==> src/rtl/core/assert_macros.svh <==
// assertion macros shared by the decoder modules
`ifndef ASSERT_MACROS_SVH
`define ASSERT_MACROS_SVH

// same-cycle implication, sampled on clock, off during reset
`define SPD_ASSERT_IMP(label, ante, cons) \
   label: assert property (@(posedge clock) disable iff (reset) (ante) |-> (cons)) \
      else $error("spd assertion failed");

// next-cycle implication, sampled on clock, off during reset
`define SPD_ASSERT_NXT(label, ante, cons) \
   label: assert property (@(posedge clock) disable iff (reset) (ante) |=> (cons)) \
      else $error("spd assertion failed");

`endif

==> src/rtl/core/spd_pkg.sv <==
// types, constants and helpers of the sparse packet decoder
package spd_pkg;

   localparam int DELTA_BITS  = 45;
   localparam int VALUE_BITS  = 64;
   localparam int QUEUE_DEPTH = 2;

   localparam logic [2:0] HDR_GROUP         = 3'd0;
   localparam logic [2:0] HDR_LITERAL_FIRST = 3'd5;
   localparam logic [2:0] LAST_VALUE_BYTE   = 3'd7;

   typedef enum logic [1:0] {
      KIND_BYTE   = 2'd0,
      KIND_TABLE  = 2'd1,
      KIND_CLEAR  = 2'd2,
      KIND_UNUSED = 2'd3
   } kind_type;

   typedef enum logic [1:0] {
      PH_HEAD  = 2'd0,
      PH_CODE  = 2'd1,
      PH_VALUE = 2'd2,
      PH_DELTA = 2'd3
   } phase_type;

   typedef enum logic [1:0] {
      OP_ENTRY = 2'd0,
      OP_GROUP = 2'd1,
      OP_CLEAR = 2'd2
   } op_type;

   typedef struct packed {
      op_type                  op;
      logic [DELTA_BITS-1:0]   delta;
      logic [VALUE_BITS-1:0]   value;
   } cmd_type;

   // number of delta bytes that follow the payload of each header
   function automatic logic [2:0] delta_len(input logic [2:0] hdr);
      logic [2:0] len;
      case (hdr)
         3'd2:    len = 3'd1;
         3'd3:    len = 3'd3;
         3'd4:    len = 3'd5;
         3'd6:    len = 3'd2;
         3'd7:    len = 3'd5;
         default: len = 3'd0;
      endcase
      return len;
   endfunction

endpackage

==> src/rtl/core/spd_back.sv <==
// back end: applies commands to the row and column and holds the result register
`include "assert_macros.svh"

module spd_back
   import spd_pkg::*;
#(
   parameter int COORD_BITS = 32
) (
   input  logic        clock,
   input  logic        reset,
   input  logic        in_valid,
   input  cmd_type     in_cmd,
   output logic        in_ready,
   output logic        rsp_valid,
   input  logic        rsp_ready,
   output logic [31:0] rsp_row,
   output logic [31:0] rsp_col,
   output logic [63:0] rsp_value_bits,
   output logic        rsp_group_end
);

   logic [COORD_BITS-1:0] row_ff, row_in;
   logic [COORD_BITS-1:0] col_ff, col_in;
   logic                  rsp_valid_ff, rsp_valid_in;
   logic [31:0]           row_out_ff, row_out_in;
   logic [31:0]           col_out_ff, col_out_in;
   logic [63:0]           value_out_ff, value_out_in;
   logic                  gend_out_ff, gend_out_in;

   logic                  take;
   logic                  take_clear;
   logic                  take_group;
   logic [4:0]            nib;
   logic [COORD_BITS-1:0] delta_hi;

   assign in_ready   = !rsp_valid_ff || rsp_ready;
   assign take       = in_valid && in_ready;
   assign take_clear = take && (in_cmd.op == OP_CLEAR);
   assign take_group = take && (in_cmd.op == OP_GROUP);
   assign nib        = {1'b0, in_cmd.delta[3:0]} + {1'b0, row_ff[3:0]};
   assign delta_hi   = COORD_BITS'(64'(in_cmd.delta[DELTA_BITS-1:4]));

   always_comb begin
      row_in       = row_ff;
      col_in       = col_ff;
      rsp_valid_in = rsp_valid_ff && !rsp_ready;
      row_out_in   = row_out_ff;
      col_out_in   = col_out_ff;
      value_out_in = value_out_ff;
      gend_out_in  = gend_out_ff;
      if (take) begin
         case (in_cmd.op)
            OP_ENTRY: begin
               row_in = {row_ff[COORD_BITS-1:4], nib[3:0]};
               col_in = col_ff + COORD_BITS'(nib[4]) + delta_hi;
            end
            OP_GROUP: begin
               row_in = {row_ff[COORD_BITS-1:4] + (COORD_BITS-4)'(1), 4'b0000};
               col_in = '0;
            end
            OP_CLEAR: begin
               row_in = '0;
               col_in = '0;
            end
            default: ;
         endcase
         if (in_cmd.op != OP_CLEAR) begin
            rsp_valid_in = 1'b1;
            row_out_in   = 32'(64'(row_in));
            col_out_in   = 32'(64'(col_in));
            value_out_in = (in_cmd.op == OP_GROUP) ? '0 : in_cmd.value;
            gend_out_in  = (in_cmd.op == OP_GROUP);
         end
      end
   end

   always_ff @(posedge clock) begin
      if (reset) begin
         row_ff       <= '0;
         col_ff       <= '0;
         rsp_valid_ff <= 1'b0;
      end else begin
         row_ff       <= row_in;
         col_ff       <= col_in;
         rsp_valid_ff <= rsp_valid_in;
      end
   end

   always_ff @(posedge clock) begin
      row_out_ff   <= row_out_in;
      col_out_ff   <= col_out_in;
      value_out_ff <= value_out_in;
      gend_out_ff  <= gend_out_in;
   end

   assign rsp_valid      = rsp_valid_ff;
   assign rsp_row        = row_out_ff;
   assign rsp_col        = col_out_ff;
   assign rsp_value_bits = value_out_ff;
   assign rsp_group_end  = gend_out_ff;

   `SPD_ASSERT_NXT(a_clear_zeroes, take_clear, (row_ff == '0) && (col_ff == '0))
   `SPD_ASSERT_NXT(a_group_aligns, take_group, (row_ff[3:0] == 4'd0) && (col_ff == '0))
   `SPD_ASSERT_NXT(a_group_flag, take_group, rsp_group_end)

endmodule

==> config.mk <==
export PLATFORM = sky130hd
export DESIGN_NAME = spd_back
export DESIGN_NICKNAME = d
export VERILOG_FILES = /design/src/rtl/core/spd_pkg.sv /design/src/rtl/core/spd_back.sv
export VERILOG_INCLUDE_DIRS = /design/src /design/src/rtl/core
export SDC_FILE = /design/constraint.sdc
export NUM_CORES = 1
export LEC_CHECK = 0
export ABC_AREA = 1
export BUFFER_PORTS_ARGS = -buffer_cell sky130_fd_sc_hd__buf_2
export CAP_MARGIN = 20
export CELL_PAD_IN_SITES_DETAIL_PLACEMENT = 1
export CELL_PAD_IN_SITES_GLOBAL_PLACEMENT = 1
export CORE_MARGIN = 2
export CORE_UTILIZATION = 39
export DETAILED_ROUTE_END_ITERATION = 7
export PLACE_DENSITY = 0.77
export SKIP_CTS_REPAIR_TIMING = 1
export SYNTH_ARGS = -nofsm -noshare
export SYNTH_HDL_FRONTEND = slang
export SYNTH_SLANG_ARGS = --single-unit
==> constraint.sdc <==
create_clock -name clock -period 8.96 [get_ports clock]
set_input_delay 0.448 -clock clock [delete_from_list [all_inputs] [get_ports clock]]
set_output_delay 0.448 -clock clock [all_outputs]
set_load 0.01 [all_outputs]
Yosys cells after proc, flatten, opt, wreduce, memory -nomap -nowiden
Index checks and enable logic that the tools add are counted.
{"block": "totals", "ff_bits": 194, "latchBits": 0, "ram_bits": 0, "mem_bits_ro": 0, "wordCells": 26, "mem_count": 0}
{"block": "op_classes", "n_addsub": 4, "multipliers": 0, "div_mod_pow": 0, "order_cmp": 0, "n_eq_ne": 3, "n_shift": 0, "n_mux": 4, "bitwise": 0, "reduce_logical": 8}
{"operator": "one-hot mux 32 bit (3 select lines)", "count": 1}
{"operator": "one-hot mux 32 bit (2 select lines)", "count": 1}
{"operator": "adder 32 x 1 -> 32 bit", "count": 1}
{"operator": "adder 32 bit", "count": 1}
{"operator": "adder 28 x 1 -> 28 bit (second input constant)", "count": 1}
{"operator": "adder 4 x 4 -> 5 bit", "count": 1}
{"operator": "== test 2 x 1 -> 1 bit (second input constant)", "count": 1}
{"operator": "== test 2 bit (second input constant)", "count": 1}
{"operator": "logical AND 1 bit", "count": 2}
{"operator": "logical NOT 1 bit", "count": 2}
{"operator": "logical NOT 2 bit", "count": 1}
{"operator": "two-way mux 1 bit", "count": 2}
{"operator": "inequality test 2 bit (second input constant)", "count": 1}
{"operator": "AND reduction 2 bit", "count": 1}
{"operator": "OR reduction 2 bit", "count": 1}
{"operator": "logical OR 1 bit", "count": 1}

Longest topological paths before layout
{"block": "logic_depth", "ltp_word": 4, "depth_mapped": 21}

Least setup slack after synthesis
Ideal clock, no wire load.
{"block": "synth_timing", "path_kind": "input to register", "startpoint": "input rsp_ready", "endpoint": "register col_out_ff[0], in the netlist rsp_col[0], enable pin", "setup_ns": 0.620, "arrival_time_ns": 6.231, "slack_ns": 2.109, "cell_stages": 5, "n_path_buf": 1, "cell_sequence": "inv_1 nand2_1 nand2_1 buf_2 nor2_1"}
{"block": "synth_via", "elab_chain_len": 3}
{"item": "from (decl)", "line_no": "spd_back.sv:15", "text": "input logic rsp_ready,"}
{"item": "logical OR 1 bit", "line_no": "spd_back.sv:36", "text": "assign in_ready = !rsp_valid_ff || rsp_ready;"}
{"item": "via in_ready", "line_no": "spd_back.sv:13", "text": "output logic in_ready,"}
{"item": "logical AND 1 bit", "line_no": "spd_back.sv:37", "text": "assign take = in_valid && in_ready;"}
{"item": "AND reduction 2 bit (no line)"}
{"item": "to (signal assigned)", "line_no": "spd_back.sv:91", "text": "col_out_ff <= col_out_in;"}
{"item": "to (decl)", "line_no": "spd_back.sv:26", "text": "logic [31:0] col_out_ff, col_out_in;"}
The timed path passes the listed nets, and every way through them passes these cells.
A chain may end at the register's enable or synchronous reset.

Final worst setup path
{"block": "layout_timing", "startpoint": "register row_ff[0]", "endpoint": "register col_out_ff[24], in the netlist rsp_col[24], data pin"}
{"block": "layout_via", "elab_chain_len": 4}
{"item": "from (decl)", "line_no": "spd_back.sv:22", "text": "logic [COORD_BITS-1:0] row_ff, row_in;"}
{"item": "from (signal assigned)", "line_no": "spd_back.sv:83", "text": "row_ff <= row_in;"}
{"item": "adder 4 x 4 -> 5 bit", "line_no": "spd_back.sv:40", "text": "assign nib = {1'b0, in_cmd.delta[3:0]} + {1'b0, row_ff[3:0]};"}
{"item": "adder 32 x 1 -> 32 bit", "line_no": "spd_back.sv:55", "text": "col_in = col_ff + COORD_BITS'(nib[4]) + delta_hi;"}
{"item": "adder 32 bit", "line_no": "spd_back.sv:55"}
{"item": "one-hot mux 32 bit (2 select lines)", "line_no": "spd_back.sv:52", "text": "case (in_cmd.op)"}
Every way passes these cells.

==> results.sh <==
export IMPL_status="finished clean"
export IMPL_hold_violations=0
export IMPL_met2_usage_pct=40.3
export IMPL_fmax_mhz=292
export IMPL_synthFlopType="edfxtp_1"
export IMPL_min_period_ns=3.43
export IMPL_grt_overflow=0
export IMPL_cts_tree="built"
export IMPL_grt_met3_usage_pct=3.96
export IMPL_ys_warnings_count=0
export IMPL_drv_slew=0
export IMPL_p_int_mw=1.56
export IMPL_cp_end_kind="flop"
export IMPL_pwr_share_seq_pct=46.0
export IMPL_initial_utilization_pct=39.7
export IMPL_drive_gt1_share_pct=17.9
export IMPL_routedWlPerCell_um=16.5
export IMPL_rsz0062_at_grt="false"
export IMPL_fillCellCount=3418
export IMPL_synth_nets=1567
export IMPL_totalWireLength_um=32900
export IMPL_antenna_found_initial=3
export IMPL_vdd_drop_max_uv=99.3
export IMPL_setup_violations_final=0
export IMPL_synth_edf_count=129
export IMPL_dpl_hpwl_um=24500
export IMPL_viasPerCell=4.89
export IMPL_yosysSeqAreaShare_pct=48.4
export IMPL_power_mw=2.30
export IMPL_die_h_um=170
export IMPL_num_rows=60
export IMPL_synth_cells=1414
export IMPL_synthDominantCellAreaShare_pct=36.2
export IMPL_dr_pass1_iters=4
export IMPL_p_comb_share_pct=18.1
export IMPL_timing_slew_headroom_pct=35.0
export IMPL_syn_area_mm2=0.0107
export IMPL_cts_buffer_depth=2
export IMPL_avgSynthCellArea_um2=7.56
export IMPL_synth_cell_types=39
export IMPL_first_global_vias=9897
export IMPL_core_area_mm2=0.0270
export IMPL_grt_max_degree=85
export IMPL_async_flop_share_pct=0
export IMPL_area_growth_synth_to_final_pct=20.5
export IMPL_p_switching_mw=0.739
export IMPL_cts_sinks=194
export IMPL_die_area_mm2=0.0288
export IMPL_gp_congestion=0.878
export IMPL_num_vias=9763
export IMPL_synthTopCellsByArea="edfxtp_1 (36%), nand2_1 (12%), dfxtp_1 (12%)"
export IMPL_powerDensity_mw_per_mm2=179
export IMPL_yosys_area_top_type="edfxtp_1"
export IMPL_ios=246
export IMPL_path_clk_slew_ns=0.09
export IMPL_min_path_type="primary input to flop"
export IMPL_grt_first_pass_wirelength_um=51400
export IMPL_portBuffers=236
export IMPL_drtIter0Drc=542
export IMPL_finalCritPeriodShare_pct=38.3
export IMPL_nets=1793
export IMPL_cp_required_ns=9.15
export IMPL_p_sw_share_pct=32.1
export IMPL_tightest_slew_ns=0.973
export IMPL_cts_buffers=17
export IMPL_grt_use_met1_pct=28.0
export IMPL_p_clk_share_pct=35.8
export IMPL_post_synth_top_count_cell="nand2_1"
export IMPL_ys_ff_latch=194
export IMPL_drtAntennaViolNets=0
export IMPL_arrival_ns=3.62
export IMPL_crit_fanout=4
export IMPL_drv_cap=0
export IMPL_track_usage_pct=22.8
export IMPL_cp_start_kind="flop"
export IMPL_clk_latency_ns=0.44
export IMPL_finClkSkew_ns=0.0151
export IMPL_critPathKind="flop to flop"
export IMPL_synthTopCellsByCount="nand2_1 (350), inv_1 (301), nor2_1 (184)"
export IMPL_clock_root_buffer="clkbuf_16"
export IMPL_totalNegativeSetupSlack_ns=0
export IMPL_dieWidth_um=170
export IMPL_drc=0
export IMPL_power_leakage_nw=6.77
export IMPL_busiest_layer="met2"
export IMPL_htree_levels=4
## cells by family (layout without fill, tap and decap cells)
family | count (synthesis) | after routing | synth area share [%]
AO/OA/AOI/OAI | 163 | 163 | 8.22
flip-flops | 194 | 194 | 48.4
buffers and inverters | 342 | 581 | 12.1
other | 0 | 3 | 0
AND/OR/NAND/NOR | 671 | 671 | 26.2
XOR/XNOR | 6 | 6 | 0.491
adder cells (fa/ha/maj) | 38 | 38 | 4.66
## worst max-delay path: stages (launching register included)
cell and delay (ns):
dfxtp_1 0.34, ha_1 0.16, inv_1 0.06, fa_1 0.41
nor2_1 0.12, a211oi_1 0.06, fa_1 0.39, inv_1 0.19
fa_1 0.33, nand3_1 0.11, nand3_1 0.20, nand2_1 0.08
nand2_1 0.12, nand2_1 0.08, nand2_1 0.14, nand2_1 0.09
nand2_1 0.07, nand2_1 0.05, nand3_1 0.11, nand2_1 0.07
## power by group through the flow
stage          registers, mW  clock network, mW  logic (mW)
3_5_place_dp            1.08                  0       0.414
2_1_floorplan           1.10                  0       0.239
3_3_place_gp            1.08                  0       0.401
6_report                1.06              0.825       0.417
4_1_cts                 1.06              0.846       0.421
5_1_grt                 1.07              0.876       0.473
## final timing paths
path                            cells past startpoint           endpoint  slack, ns       from
worst min-delay path                                3  rsp_value_bits[6]       0.30  in_cmd[6]
worst max register to register                     19        rsp_col[24]       5.53  row_ff[0]
worst min register to register                      2          row_ff[0]       0.51  row_ff[0]
worst max-delay path                               19        rsp_col[24]       5.53  row_ff[0]
## metal layers
metal	vias to the layer above	part of all wire, %
li1	4895	-
met1	4589	44
met2	227	48
met3	50	5.1
met4	2	2.6
met5	-	0.039
## registers in the layout, indices dropped and copies added (netlist names)
signal / count
col_ff: 32
row_ff: 32
rsp_col: 32
rsp_group_end: 1
rsp_row: 32
rsp_valid: 1
rsp_value_bits: 64
## metrics by stage
step	util, %	instances	instance area [µm²]	hold slack, ns	setup slack, ns
floorplan	-	1414	10700	0.449	2.11
global placement	45.3	1961	12200	0.466	5.52
detailed placement	45.3	1961	12200	0.491	5.49
CTS	47.7	1993	12900	0.285	5.53
global route	47.8	1995	12900	0.295	5.21
finish	47.8	1997	12900	0.296	5.53
## final cells by class
class / instances / area [µm²] / area share (%)
Antenna cell: 3 / 7.51 / 0.0583
Clock inverter: 15 / 208 / 1.61
Inverter: 305 / 1140 / 8.88
Multi-Input combinational cell: 878 / 4240 / 32.9
Sequential cell: 194 / 5170 / 40.2
Clock buffer: 17 / 425 / 3.30
Tap cell: 341 / 427 / 3.31
Timing Repair Buffer: 244 / 1260 / 9.79
## cell usage in the layout (no fill, tap or decap), types with 2 or more instances in the layout
cell type,count
inv_1,301
nor3_1,14
o21ai_0,67
buf_4,7
inv_2,2
nor2_2,2
and2_1,2
o211ai_1,4
nand2_1,349
nand3b_1,2
xnor2_1,3
ha_1,35
inv_8,2
nor2_1,183
o21ai_1,8
clkinv_8,4
o21bai_2,2
o22ai_1,9
nand3_2,3
nor2_8,2
o21bai_1,2
a211oi_1,9
diode_2,3
xor2_1,3
edfxtp_1,129
clkinv_1,2
buf_2,236
inv_12,4
dfxtp_1,65
nand4_1,8
nand2_2,3
fa_1,3
inv_6,3
a21oi_1,61
clkbuf_16,17
nand3_1,94
nor4_1,2
Note: power is estimated with default switching activity, not from simulation.
