`src/rtl/core/assert_macros.svh`:
```
// assertion macros shared by the decoder modules
`ifndef ASSERT_MACROS_SVH
`define ASSERT_MACROS_SVH

// same-cycle implication, sampled on clock, off during reset
`define SPD_ASSERT_IMP(label, ante, cons) \
   label: assert property (@(posedge clock) disable iff (reset) (ante) |-> (cons)) \
      else $error("spd assertion failed");

// next-cycle implication, sampled on clock, off during reset
`define SPD_ASSERT_NXT(label, ante, cons) \
   label: assert property (@(posedge clock) disable iff (reset) (ante) |=> (cons)) \
      else $error("spd assertion failed");

`endif

```
`src/rtl/core/spd_pkg.sv`:
```
// types, constants and helpers of the sparse packet decoder
package spd_pkg;

   localparam int DELTA_BITS  = 45;
   localparam int VALUE_BITS  = 64;
   localparam int QUEUE_DEPTH = 2;

   localparam logic [2:0] HDR_GROUP         = 3'd0;
   localparam logic [2:0] HDR_LITERAL_FIRST = 3'd5;
   localparam logic [2:0] LAST_VALUE_BYTE   = 3'd7;

   typedef enum logic [1:0] {
      KIND_BYTE   = 2'd0,
      KIND_TABLE  = 2'd1,
      KIND_CLEAR  = 2'd2,
      KIND_UNUSED = 2'd3
   } kind_type;

   typedef enum logic [1:0] {
      PH_HEAD  = 2'd0,
      PH_CODE  = 2'd1,
      PH_VALUE = 2'd2,
      PH_DELTA = 2'd3
   } phase_type;

   typedef enum logic [1:0] {
      OP_ENTRY = 2'd0,
      OP_GROUP = 2'd1,
      OP_CLEAR = 2'd2
   } op_type;

   typedef struct packed {
      op_type                  op;
      logic [DELTA_BITS-1:0]   delta;
      logic [VALUE_BITS-1:0]   value;
   } cmd_type;

   // number of delta bytes that follow the payload of each header
   function automatic logic [2:0] delta_len(input logic [2:0] hdr);
      logic [2:0] len;
      case (hdr)
         3'd2:    len = 3'd1;
         3'd3:    len = 3'd3;
         3'd4:    len = 3'd5;
         3'd6:    len = 3'd2;
         3'd7:    len = 3'd5;
         default: len = 3'd0;
      endcase
      return len;
   endfunction

endpackage

```
`src/rtl/core/spd_queue.sv`:
```
// short command queue between the front end and the back end
`include "assert_macros.svh"

module spd_queue
   import spd_pkg::*;
(
   input  logic    clock,
   input  logic    reset,
   input  logic    push_valid,
   input  cmd_type push_cmd,
   output logic    push_ready,
   output logic    pop_valid,
   output cmd_type pop_cmd,
   input  logic    pop_ready
);

   localparam int PTR_BITS = $clog2(QUEUE_DEPTH);
   localparam int CNT_BITS = $clog2(QUEUE_DEPTH + 1);

   cmd_type               entries_ff [QUEUE_DEPTH];
   logic [PTR_BITS-1:0]   wr_ptr_ff, wr_ptr_in;
   logic [PTR_BITS-1:0]   rd_ptr_ff, rd_ptr_in;
   logic [CNT_BITS-1:0]   count_ff, count_in;
   logic                  push;
   logic                  pop;

   assign push_ready = (count_ff != CNT_BITS'(QUEUE_DEPTH));
   assign pop_valid  = (count_ff != '0);
   assign push       = push_valid && push_ready;
   assign pop        = pop_valid && pop_ready;
   assign pop_cmd    = entries_ff[rd_ptr_ff];

   always_comb begin
      wr_ptr_in = wr_ptr_ff;
      rd_ptr_in = rd_ptr_ff;
      count_in  = count_ff;
      if (push) begin
         wr_ptr_in = wr_ptr_ff + PTR_BITS'(1);
      end
      if (pop) begin
         rd_ptr_in = rd_ptr_ff + PTR_BITS'(1);
      end
      if (push && !pop) begin
         count_in = count_ff + CNT_BITS'(1);
      end else if (pop && !push) begin
         count_in = count_ff - CNT_BITS'(1);
      end
   end

   always_ff @(posedge clock) begin
      if (reset) begin
         wr_ptr_ff <= '0;
         rd_ptr_ff <= '0;
         count_ff  <= '0;
      end else begin
         wr_ptr_ff <= wr_ptr_in;
         rd_ptr_ff <= rd_ptr_in;
         count_ff  <= count_in;
      end
   end

   always_ff @(posedge clock) begin
      if (push) begin
         entries_ff[wr_ptr_ff] <= push_cmd;
      end
   end

   `SPD_ASSERT_IMP(a_count_max, 1'b1, count_ff <= CNT_BITS'(QUEUE_DEPTH))
   `SPD_ASSERT_NXT(a_count_inc, push && !pop, count_ff == $past(count_ff) + CNT_BITS'(1))
   `SPD_ASSERT_NXT(a_count_dec, pop && !push, count_ff == $past(count_ff) - CNT_BITS'(1))

endmodule

```
`config.mk`:
```
export PLATFORM = sky130hd
export DESIGN_NAME = spd_queue
export DESIGN_NICKNAME = d
export VERILOG_FILES = /design/src/rtl/core/spd_pkg.sv /design/src/rtl/core/spd_queue.sv
export VERILOG_INCLUDE_DIRS = /design/src /design/src/rtl/core
export SDC_FILE = /design/constraint.sdc
export NUM_CORES = 1
export LEC_CHECK = 0
export ABC_AREA = 0
export BUFFER_PORTS_ARGS = -buffer_cell sky130_fd_sc_hd__buf_2
export CAP_MARGIN = 20
export CORE_MARGIN = 5
export CORE_UTILIZATION = 35
export CTS_CLUSTER_DIAMETER = 60
export CTS_CLUSTER_SIZE = 20
export DETAILED_ROUTE_END_ITERATION = 7
export REMOVE_ABC_BUFFERS = 1
export SYNTH_ARGS = -nofsm -noshare
export SYNTH_HDL_FRONTEND = slang
export SYNTH_SLANG_ARGS = --single-unit
```
`constraint.sdc`:
```
create_clock -name clock -period 7.18 [get_ports clock]
set_clock_uncertainty 0.15 [all_clocks]
set_input_delay 0.718 -clock clock [delete_from_list [all_inputs] [get_ports clock]]
set_output_delay 0.718 -clock clock [all_outputs]
set_load 0.005 [all_outputs]
```
* Word-level counts from Yosys, hierarchy flattened
Memories as Yosys holds them, arrays and structs flattened. A register that Yosys moved wholly into a read port is not among the register bits. Index checks and enable logic that the tools add are counted. W data, S select, Z words.
Storage, ports and cells: memory bits (writable) 222, output and inout bits 113, logic and storage cells 23, input bits 115, bits in registers 4, memories kept 1
Operators by class: reduce and logical (&&, ||, !) cells 8, equality and inequality tests 1, $add $sub $neg 4, muxes and demuxes 6
Memory list:
- entries_ff | words 2, width 111, read ports 1, clocked after Yosys merged registers in 1, write ports 1, RTL line spd_queue.sv:20 | cmd_type entries_ff [QUEUE_DEPTH];
Operator list (number):
- $logic_and A1 B1 Y1 | 4
- $mux W1 | 4
- $mux W2 | 2
- $reduce_bool A2 Y1 | 2
- $add A1 B1 Y1 const B | 2
- $add A2 B1 Y2 const B | 1
- $logic_not A1 Y1 | 2
- $ne A2 B2 Y1 const B | 1
- $sub A2 B1 Y2 const B | 1

* Logic depth before layout (Yosys ltp)
Gate-level depths: netlist (run 1).
word-level depth 6, gate-level depth with buffers 6, mapped depth without buffers 6

* Least setup slack after synthesis (run 1)
No wires, ideal clock.
path kind in2reg, start point input port push_valid, end point memory entries_ff[1][0] in the netlist's numbering, enable pin, cell stages on the path 1, required time 6.547 ns, setup slack 3.215 ns, library setup time 0.483 ns, path buffers 0, data arrival time 3.332 ns, cells stage by stage and3_1
On the way: cells in the longest elaborated chain, start to end 3
Ends and longest elaborated chain:
- start, declared | RTL line spd_queue.sv:9 | input logic push_valid,
- $logic_and A1 B1 Y1 | RTL line spd_queue.sv:29 | assign push = push_valid && push_ready;
- $mux W1 | RTL line spd_queue.sv:63 | if (push) begin
- $mux W1 (not written as such) | RTL line spd_queue.sv:64 | entries_ff[wr_ptr_ff] <= push_cmd;
- end, declared | RTL line spd_queue.sv:20
No other way between the ends.

==> impl_metrics.ini, run 1 <==
[worst_hold_path]
min-delay-start = push_cmd[18]
min_to = entries_ff[0][18]
min_path_cells = 1
hold_class = in -> reg

[sta]
finalCriticalPeriod_ns = 3.52
fmax_mhz = 284
fin_tns_setup_ns = 0
post-route-period-util = 0.491
finalWorstSetupSlack_ns = 3.66
hold_violations = 0
whs_ns = 0.276
drv_slew = 0
rsz0062_at_grt = false
setup_viol = 0
relSlewSlack = 0.385
worst_pin_slew_ns = 0.922

[logic_synthesis]
synth-seq-cells = 227
synth_flop_cell = edfxtp_1
synth-seq-area-share = 0.819
async_flop_share = 0
yosysMostFrequentCell = edfxtp_1
syn_area_um2 = 8260
yosysTopAreaCell = edfxtp_1
synthTopCellsByCount = edfxtp_1 (222), mux2_2 (111), buf_6 (9)
yosysWarnings = 0
avgSynthCellArea_um2 = 22.4
yosys.area.top_type_share = 0.807
synth_edf_count = 222
ys_top_cells_by_area = edfxtp_1 (81%), mux2_2 (15%), buf_6 (1.2%)
synth_cell_types = 19
synthCells = 369

[layout]
syn_to_final_growth_pct = 23.9
nets = 723
postLayoutCoreUtil = 0.439
stdcell_count = 935
drive_above_1_share = 0.600
fin_area_um2 = 10200
seq_area_um2 = 6770
multi_input_area_um2 = 1370
fillCellCount = 2054

[routing]
vias = 4139
route.detailed.drc = 0
wl_per_cell_um = 17.6
drt-vias-per-instance = 4.43
drt_iter0_drc = 169
first_pass_iters = 4
routed_wirelength_mm = 16.5
ant_nets = 0

[setup_path]
crit_path_end_kind = output port
crit_fanout = 69
reg2reg_depth = 3
critPathMaxStageDelay_ns = 0.80
cp_top_family = buffers and inverters
r2r-start = count_ff[0]
cp.required_ns = 6.31
worstPathArrival_ns = 2.66
worst-path-buf-inv = 2
worstReg2RegEnd = entries_ff[1][99]
path_class = reg -> out
crit_chain = buf_4 > mux2_2 > buf_2
critPathLaunchType = flop
rrSetupSlack_ns = 4.43
crit_slowest_cell = buf_4

[place]
dp_hpwl_mm = 11.2
dp_slack_ns = 4.10
io_buffers = 227
place.gp.congestion = 0.701
dp_cells = 906
placement.cell_area_um2 = 9710

[clock_tree]
postCtsSetupBuffers = 0
worstSkewPairLatency_ns = 0.47
cts_buffer_depth = 3
cts_made_buffers = 17
cts_tree = yes
path_clk_slew_ns = 0.07
cts_resized = 0
hold_buffers = 0
cts.sinks = 227
h-tree-depth = 1
cts-root-buf = clkbuf_16

[global_route]
first_global_vias = 4588
grt_overflow = 0
antenna_found_initial = 3
gr-usage-all-layers = 0.119
grt_max_degree = 83
grt_pass1_wl_mm = 25.0

[floorplanning]
start_util = 0.354
rows = 56
die_area_um2 = 26800
num_io_pins = 228
die_x_um = 164
die_h_um = 164
core_area_um2 = 23300

[flow_run]
cap_violations = 0

[power]
p_leak_nw = 3.73
fin_total_pwr_mw = 3.33
powerDensity_nw_per_um2 = 326
vdd_ir_drop_max_uv = 220

[run_status]
status = completed
## area by class of cell
class / count / share of cell area
sequential: 227 / 0.661
multi-input combinational: 129 / 0.134
timing repair buffer: 231 / 0.116
clock buffer: 21 / 0.0430
tap: 319 / 0.0390
clock inverter: 6 / 0.00550
inverter: 1 / 0.000611
antenna: 1 / 0.000244
## registers in the layout, summed over array words and instances, names as in the netlist, named ones only
register and cells:
count_ff 2, entries_ff 222, rd_ptr_ff 1, wr_ptr_ff 1
## logic make-up after synthesis
family | after synthesis | share of synthesized area
flops | 227 | 0.819
buf+inv | 13 | 0.0148
fa+ha+maj | 1 | 0.00151
mux | 111 | 0.151
xor+xnor | 3 | 0.00318
simple gates | 9 | 0.00606
compound gates | 5 | 0.00364
## routing by layer
metal,global-route usage,vias to the layer above,part of all wire
li1,-,1940,-
met1,0.144,2023,0.39
met2,0.209,140,0.51
met3,0.0341,32,0.078
met4,0.0309,4,0.021
met5,0,-,0.0015
## worst max path at each step
stage | end | slack, ns | cells past startpoint
after floorplan | pop_cmd[0] | 3.12 | 1
after global placement | pop_cmd[67] | 4.15 | 3
after detailed placement | pop_cmd[88] | 4.10 | 3
after CTS | pop_cmd[74] | 3.58 | 3
after global routing | pop_cmd[71] | 3.47 | 3
final | pop_cmd[71] | 3.66 | 3
## cells in the final DEF, fill, tap and decap left out
| cell type | n |
|---|---|
| xor2_1 | 3 |
| dfxtp_1 | 4 |
| clkbuf_16 | 17 |
| or3_1 | 1 |
| edfxtp_1 | 222 |
| inv_4 | 1 |
| dfxtp_4 | 1 |
| clkbuf_1 | 4 |
| buf_16 | 1 |
| and3_4 | 1 |
| nand2b_1 | 1 |
| nand3b_1 | 1 |
| buf_4 | 3 |
| ha_1 | 1 |
| nor2_1 | 3 |
| clkinv_4 | 1 |
| clkinv_1 | 1 |
| clkinv_8 | 1 |
| a21bo_2 | 1 |
| and2_1 | 1 |
| buf_2 | 227 |
| diode_2 | 1 |
| o21ai_0 | 2 |
| or2_2 | 1 |
| inv_8 | 1 |
| mux2_2 | 111 |
| a21oi_1 | 2 |
| clkinvlp_4 | 1 |
| inv_6 | 1 |
## worst register-to-register path, delay by kind of cell (launching register included)
family                 cells  cell delay, ns
and+or+nand+nor            2            0.93
buffers and inverters      1            0.79
DFF                        1            0.41
## where the power goes
part	total, mW	internal [mW]	switching (mW)	leakage (nW)
Sequential	1.72	1.65	0.0703	2.11
Clock	0.873	0.446	0.427	0.238
Combinational	0.738	0.385	0.353	1.38
(Power assumes the default switching activity.)
==> inputs of run 2 (changes only) <==
--- a/config.mk
+++ b/config.mk
@@ -6,7 +6,7 @@
 export SDC_FILE = /design/constraint.sdc
 export NUM_CORES = 1
 export LEC_CHECK = 0
-export ABC_AREA = 0
+export ABC_AREA = 1
 export BUFFER_PORTS_ARGS = -buffer_cell sky130_fd_sc_hd__buf_2
 export CAP_MARGIN = 20
 export CORE_MARGIN = 5
==> constraint.sdc (replaced) <==
create_clock -name clock -period 3.5 [get_ports clock]
set_clock_uncertainty 0.15 [all_clocks]
set_input_delay 0.35 -clock clock [delete_from_list [all_inputs] [get_ports clock]]
set_output_delay 0.35 -clock clock [all_outputs]
set_load 0.005 [all_outputs]
==> impl_metrics.ini, run 2 <==
[routing]
drt-vias-per-instance = 4.38
ant_nets = 0
route.detailed.drc = 0
vias = 4684
first_pass_iters = 4
drt_iter0_drc = 195
routed_wirelength_mm = 17.2
wl_per_cell_um = 16.0

[logic_synthesis]
synth-xor-area-share = 0
synth_adder_area_share = 0.00151
synth_edf_count = 222
yosysMostFrequentCell = edfxtp_1
yosysTopAreaCell = edfxtp_1
synthTopCellsByCount = edfxtp_1 (222), mux2_2 (111), buf_6 (10)
synth-seq-cells = 227
synth_mux_area_frac = 0.151
synth-seq-area-share = 0.817
avgSynthCellArea_um2 = 21.7
synth_cell_types = 13
yosys.area_share.simple = 0.00922
synthCells = 382
syn_area_um2 = 8280
async_flop_share = 0
ys_top_cells_by_area = edfxtp_1 (81%), mux2_2 (15%), buf_6 (1.4%)
synth_flop_cell = edfxtp_1
yosysWarnings = 0
yosys.area.top_type_share = 0.805
synth_top_family_by_area = multiplexers
synth_compound_area_frac = 0.00242

[sta]
finalCriticalPeriod_ns = 2.70
post-route-period-util = 0.771
hold_violations = 0
fin_tns_setup_ns = 0
fmax_mhz = 371
drv_slew = 0
relSlewSlack = 0.451
rsz0062_at_grt = false
setup_viol = 0
worst_pin_slew_ns = 0.824
finalWorstSetupSlack_ns = 0.802

[floorplanning]
rows = 56
core_area_um2 = 23400
start_util = 0.354
die_area_um2 = 26800
num_io_pins = 228
die_x_um = 164
die_h_um = 164

[clock_tree]
cts-root-buf = clkbuf_16
path_clk_slew_ns = 0.08
cts.sinks = 227
h-tree-depth = 1
cts_tree = yes
worstSkewPairLatency_ns = 0.50
cts_made_buffers = 19
cts_buffer_depth = 3
postCtsSetupBuffers = 0

[layout]
syn_to_final_growth_pct = 39.3
drive_above_1_share = 0.502
final_cell_mix = buf_2 (227), edfxtp_1 (222), dlygate4sd3_1 (113)
nets = 853
largestRegisters = entries_ff: 222 flops, count_ff: 2 flops
fillCellCount = 1947
regMostFlops = entries_ff
final_common_cell = buf_2
stdcell_count = 1069
fin_area_um2 = 11500
largest_reg_flops = 222

[setup_path]
cp_top_family = flip-flops
crit_fanout = 49
cp.required_ns = 3.00
path_class = reg -> out
crit_path_end_kind = output port
critPathLaunchType = flop
crit_chain = buf_4 > mux2_2 > buf_2
crit_slowest_cell = dfxtp_4
critPathMaxStageDelay_ns = 0.80
worst-path-buf-inv = 2
worstPathArrival_ns = 2.20

[place]
placement.cell_area_um2 = 9770
dp_slack_ns = 1.27
dp_hpwl_mm = 11.0
place.gp.congestion = 0.711
dp_cells = 922
io_buffers = 227

[global_route]
grt_pass1_wl_mm = 26.2
grt_overflow = 0
antenna_found_initial = 1
first_global_vias = 5135
gr-usage-all-layers = 0.122
grt_max_degree = 60

[power]
vdd_ir_drop_max_uv = 416
p_leak_nw = 4.31
powerDensity_nw_per_um2 = 627

[run_status]
status = completed

[flow_run]
cap_violations = 0

[worst_hold_path]
hold_class = in -> reg
-- run 2: cell count changes in the layout (fill, tap and decap cells not counted), moves of 3 or more --
cell | before | now
nand2_1 | 0 | 9
dlygate4sd3_1 | 0 | 113
xor2_1 | 3 | 0
inv_1 | 0 | 8
-- run 2: per-layer routing --
metal,track usage,share of wire,vias up
li1,-,-,2208
met1,0.143,0.41,2305
met2,0.225,0.51,150
met3,0.0319,0.067,21
met4,0.0286,0.016,0
met5,0,0,-
-- run 2: final cells by class --
class | instances | area [µm²] | share of cell area
inverter | 8 | 30.0 | 0.00260
antenna | 1 | 2.50 | 0.000217
timing repair buffer | 346 | 2320 | 0.202
tap | 319 | 399 | 0.0346
clock inverter | 12 | 150 | 0.0130
sequential | 227 | 6770 | 0.587
multi-input combinational | 135 | 1370 | 0.119
clock buffer | 21 | 483 | 0.0419
-- run 2: cells by family after synthesis --
family / count (synthesis)
DFF: 227
muxes: 111
buffers and inverters: 20
and+or+nand+nor: 19
AOI/OAI and AO/OA: 4
adders and majority gates: 1
-- run 2: worst paths after layout --
path | startpoint | end | slack [ns] | cells after the start
setup / recovery | flop | pop_cmd[94] | 0.80 | 3
hold / removal | push_valid | wr_ptr_ff | 0.23 | 4
setup reg to reg | count_ff[0] | entries_ff[0][64] | 1.42 | 5
hold reg to reg | rd_ptr_ff | flop | 0.38 | 2
-- run 2: where the power goes --
part / switching (mW) / total [mW] / internal [mW]
Sequential: 0.144 / 3.58 / 3.44
Combinational: 0.736 / 1.53 / 0.789
Clock: 0.998 / 2.12 / 1.13
-- run 2: what timing repair did --
action / 4_1_cts / 5_1_grt
endpoints found under the hold margin: 227 / 0
hold buffers: 113 / 0
setup endpoints to repair: 0 / 0
resized for setup: 0 / 0
-- run 2: worst reg2reg max path, cell delays in order, from the launching register on --
cell and delay [ns]:
dfxtp_1 0.34, inv_1 0.09, nand2_1 0.11, nand2_1 0.18, nor2_4 0.13, buf_4 0.64
-- run 2: metrics by stage --
step	hold WS (ns)	total power [mW]	util
2_1_floorplan	0.299	4.48	-
3_3_place_gp	0.328	5.05	0.417
3_5_place_dp	0.361	5.10	0.417
4_1_cts	0.190	7.36	0.493
5_1_grt	0.232	7.61	0.493
6_report	0.227	7.23	0.493
==> inputs of run 3 (changes only) <==
--- a/config.mk
+++ b/config.mk
@@ -6,7 +6,7 @@
 export SDC_FILE = /design/constraint.sdc
 export NUM_CORES = 1
 export LEC_CHECK = 0
-export ABC_AREA = 1
+export ABC_AREA = 0
 export BUFFER_PORTS_ARGS = -buffer_cell sky130_fd_sc_hd__buf_2
 export CAP_MARGIN = 20
 export CORE_MARGIN = 5
==> constraint.sdc (replaced) <==
create_clock -name clock -period 2.8 [get_ports clock]
set_clock_uncertainty 0.15 [all_clocks]
set_input_delay 0.28 -clock clock [delete_from_list [all_inputs] [get_ports clock]]
set_output_delay 0.28 -clock clock [all_outputs]
set_load 0.005 [all_outputs]
==> impl_metrics.ini, run 3 (synthesized netlist as in run 1, its figures left out) <==
[run_status]
status = completed

[sta]
post-route-period-util = 0.903
finalWorstSetupSlack_ns = 0.273
relSlewSlack = 0.664
rsz0062_at_grt = false
worst_pin_slew_ns = 0.504
fmax_mhz = 396
setup_viol = 0
finalCriticalPeriod_ns = 2.53
fin_tns_setup_ns = 0
whs_ns = 0.0751
hold_violations = 0
drv_slew = 0

[power]
p_leak_nw = 4.28
fin_total_pwr_mw = 8.98
vdd_ir_drop_max_uv = 444
powerDensity_nw_per_um2 = 780

[global_route]
grt_overflow = 0
first_global_vias = 5205
grt_pass1_wl_mm = 26.9
grt_max_degree = 48
antenna_found_initial = 2
gr-usage-all-layers = 0.127

[setup_path]
critPathLaunchType = flop
critPathMaxStageDelay_ns = 0.68
path_class = reg -> out
worstPathArrival_ns = 2.10
crit_path_end_kind = output port
crit_chain = buf_4 > mux2_2 > buf_2
worst-path-buf-inv = 2
crit_slowest_cell = dfxtp_4
crit_fanout = 35
cp.required_ns = 2.37
cp_top_family = flip-flops

[floorplanning]
start_util = 0.354
die_h_um = 164
die_area_um2 = 26800
num_io_pins = 228
die_x_um = 164
rows = 56
core_area_um2 = 23300

[place]
place.gp.congestion = 0.732
dp_slack_ns = 0.753
io_buffers = 227
dp_hpwl_mm = 11.5
dp_cells = 911

[clock_tree]
worstSkewPairLatency_ns = 0.48
cts_buffer_depth = 3
cts.sinks = 227
path_clk_slew_ns = 0.08
cts-root-buf = clkbuf_16
h-tree-depth = 1
cts_tree = yes
cts_made_buffers = 18
postCtsSetupBuffers = 0

[routing]
first_pass_iters = 4
routed_wirelength_mm = 17.5
ant_nets = 0
wl_per_cell_um = 16.6
vias = 4643
route.detailed.drc = 0
drt-vias-per-instance = 4.40
drt_iter0_drc = 143

[layout]
syn_to_final_growth_pct = 39.3
final_common_cell = buf_2
largestRegisters = entries_ff: 222 flops, count_ff: 2 flops
regMostFlops = entries_ff
largest_reg_flops = 222
final_cell_mix = buf_2 (227), edfxtp_1 (222), dlygate4sd3_1 (113)
drive_above_1_share = 0.514
stdcell_count = 1055
nets = 841

[worst_hold_path]
hold_class = in -> reg

[flow_run]
cap_violations = 0
run 3: changes by cell type in the layout (fill, tap and decap cells not counted), moves of 2 or more:
| cell | previous run | this run |
|---|---|---|
| buf_12 | 1 | 4 |
| nand3_1 | 2 | 0 |
| nand2_1 | 9 | 0 |
| inv_1 | 8 | 0 |
| xor2_1 | 0 | 3 |
| nor2_1 | 5 | 3 |
| clkinv_4 | 0 | 3 |
| nor2_4 | 2 | 0 |
run 3: power breakdown:
part,internal (mW),switching (mW),total [mW]
Clock,1.28,1.21,2.49
Combinational,1.13,0.955,2.08
Sequential,4.24,0.172,4.41
run 3: worst min-delay path, cell delays in order:
cell     delay [ns]
buf_2          0.10
o21ai_0        0.13
xor2_1         0.10
nor2_1         0.07
run 3: per-layer routing:
| metal | GRT usage | vias up | share of wire |
|---|---|---|---|
| met5 | 0 | - | 0.00074 |
| met4 | 0.0263 | 2 | 0.015 |
| met3 | 0.0358 | 28 | 0.072 |
| met2 | 0.230 | 142 | 0.52 |
| met1 | 0.150 | 2293 | 0.39 |
| li1 | - | 2178 | - |
run 3: cell type report:
| type | count | area [µm²] |
|---|---|---|
| timing repair buffer | 348 | 2380 |
| clock inverter | 10 | 95.1 |
| sequential | 227 | 6770 |
| inverter | 1 | 6.26 |
| fill | 1940 | 11800 |
| tap | 319 | 399 |
| clock buffer | 20 | 479 |
| multi-input combinational | 129 | 1370 |
| antenna | 1 | 2.50 |
run 3: stage by stage:
stage	instance area (µm²)	util
finish	11500	0.493
global route	11500	0.493
CTS	11500	0.493
detailed placement	9800	0.420
global placement	9800	0.420
floorplan	8140	-
run 3: path summary, 6_finish.rpt:
path / from / to / depth (start not counted) / slack, ns
max reg2reg: count_ff[0] / entries_ff[0][109] / 4 / 0.82
min: pop_ready / rd_ptr_ff / 4 / 0.08
max: flop / pop_cmd[22] / 3 / 0.27
min reg2reg: rd_ptr_ff / rd_ptr_ff / 2 / 0.36
run 3: timing repair:
action / 4_1_cts / 5_1_grt
hold endpoints to repair: 227 / 0
hold buffers: 113 / 0
gates resized for setup: 0 / 0
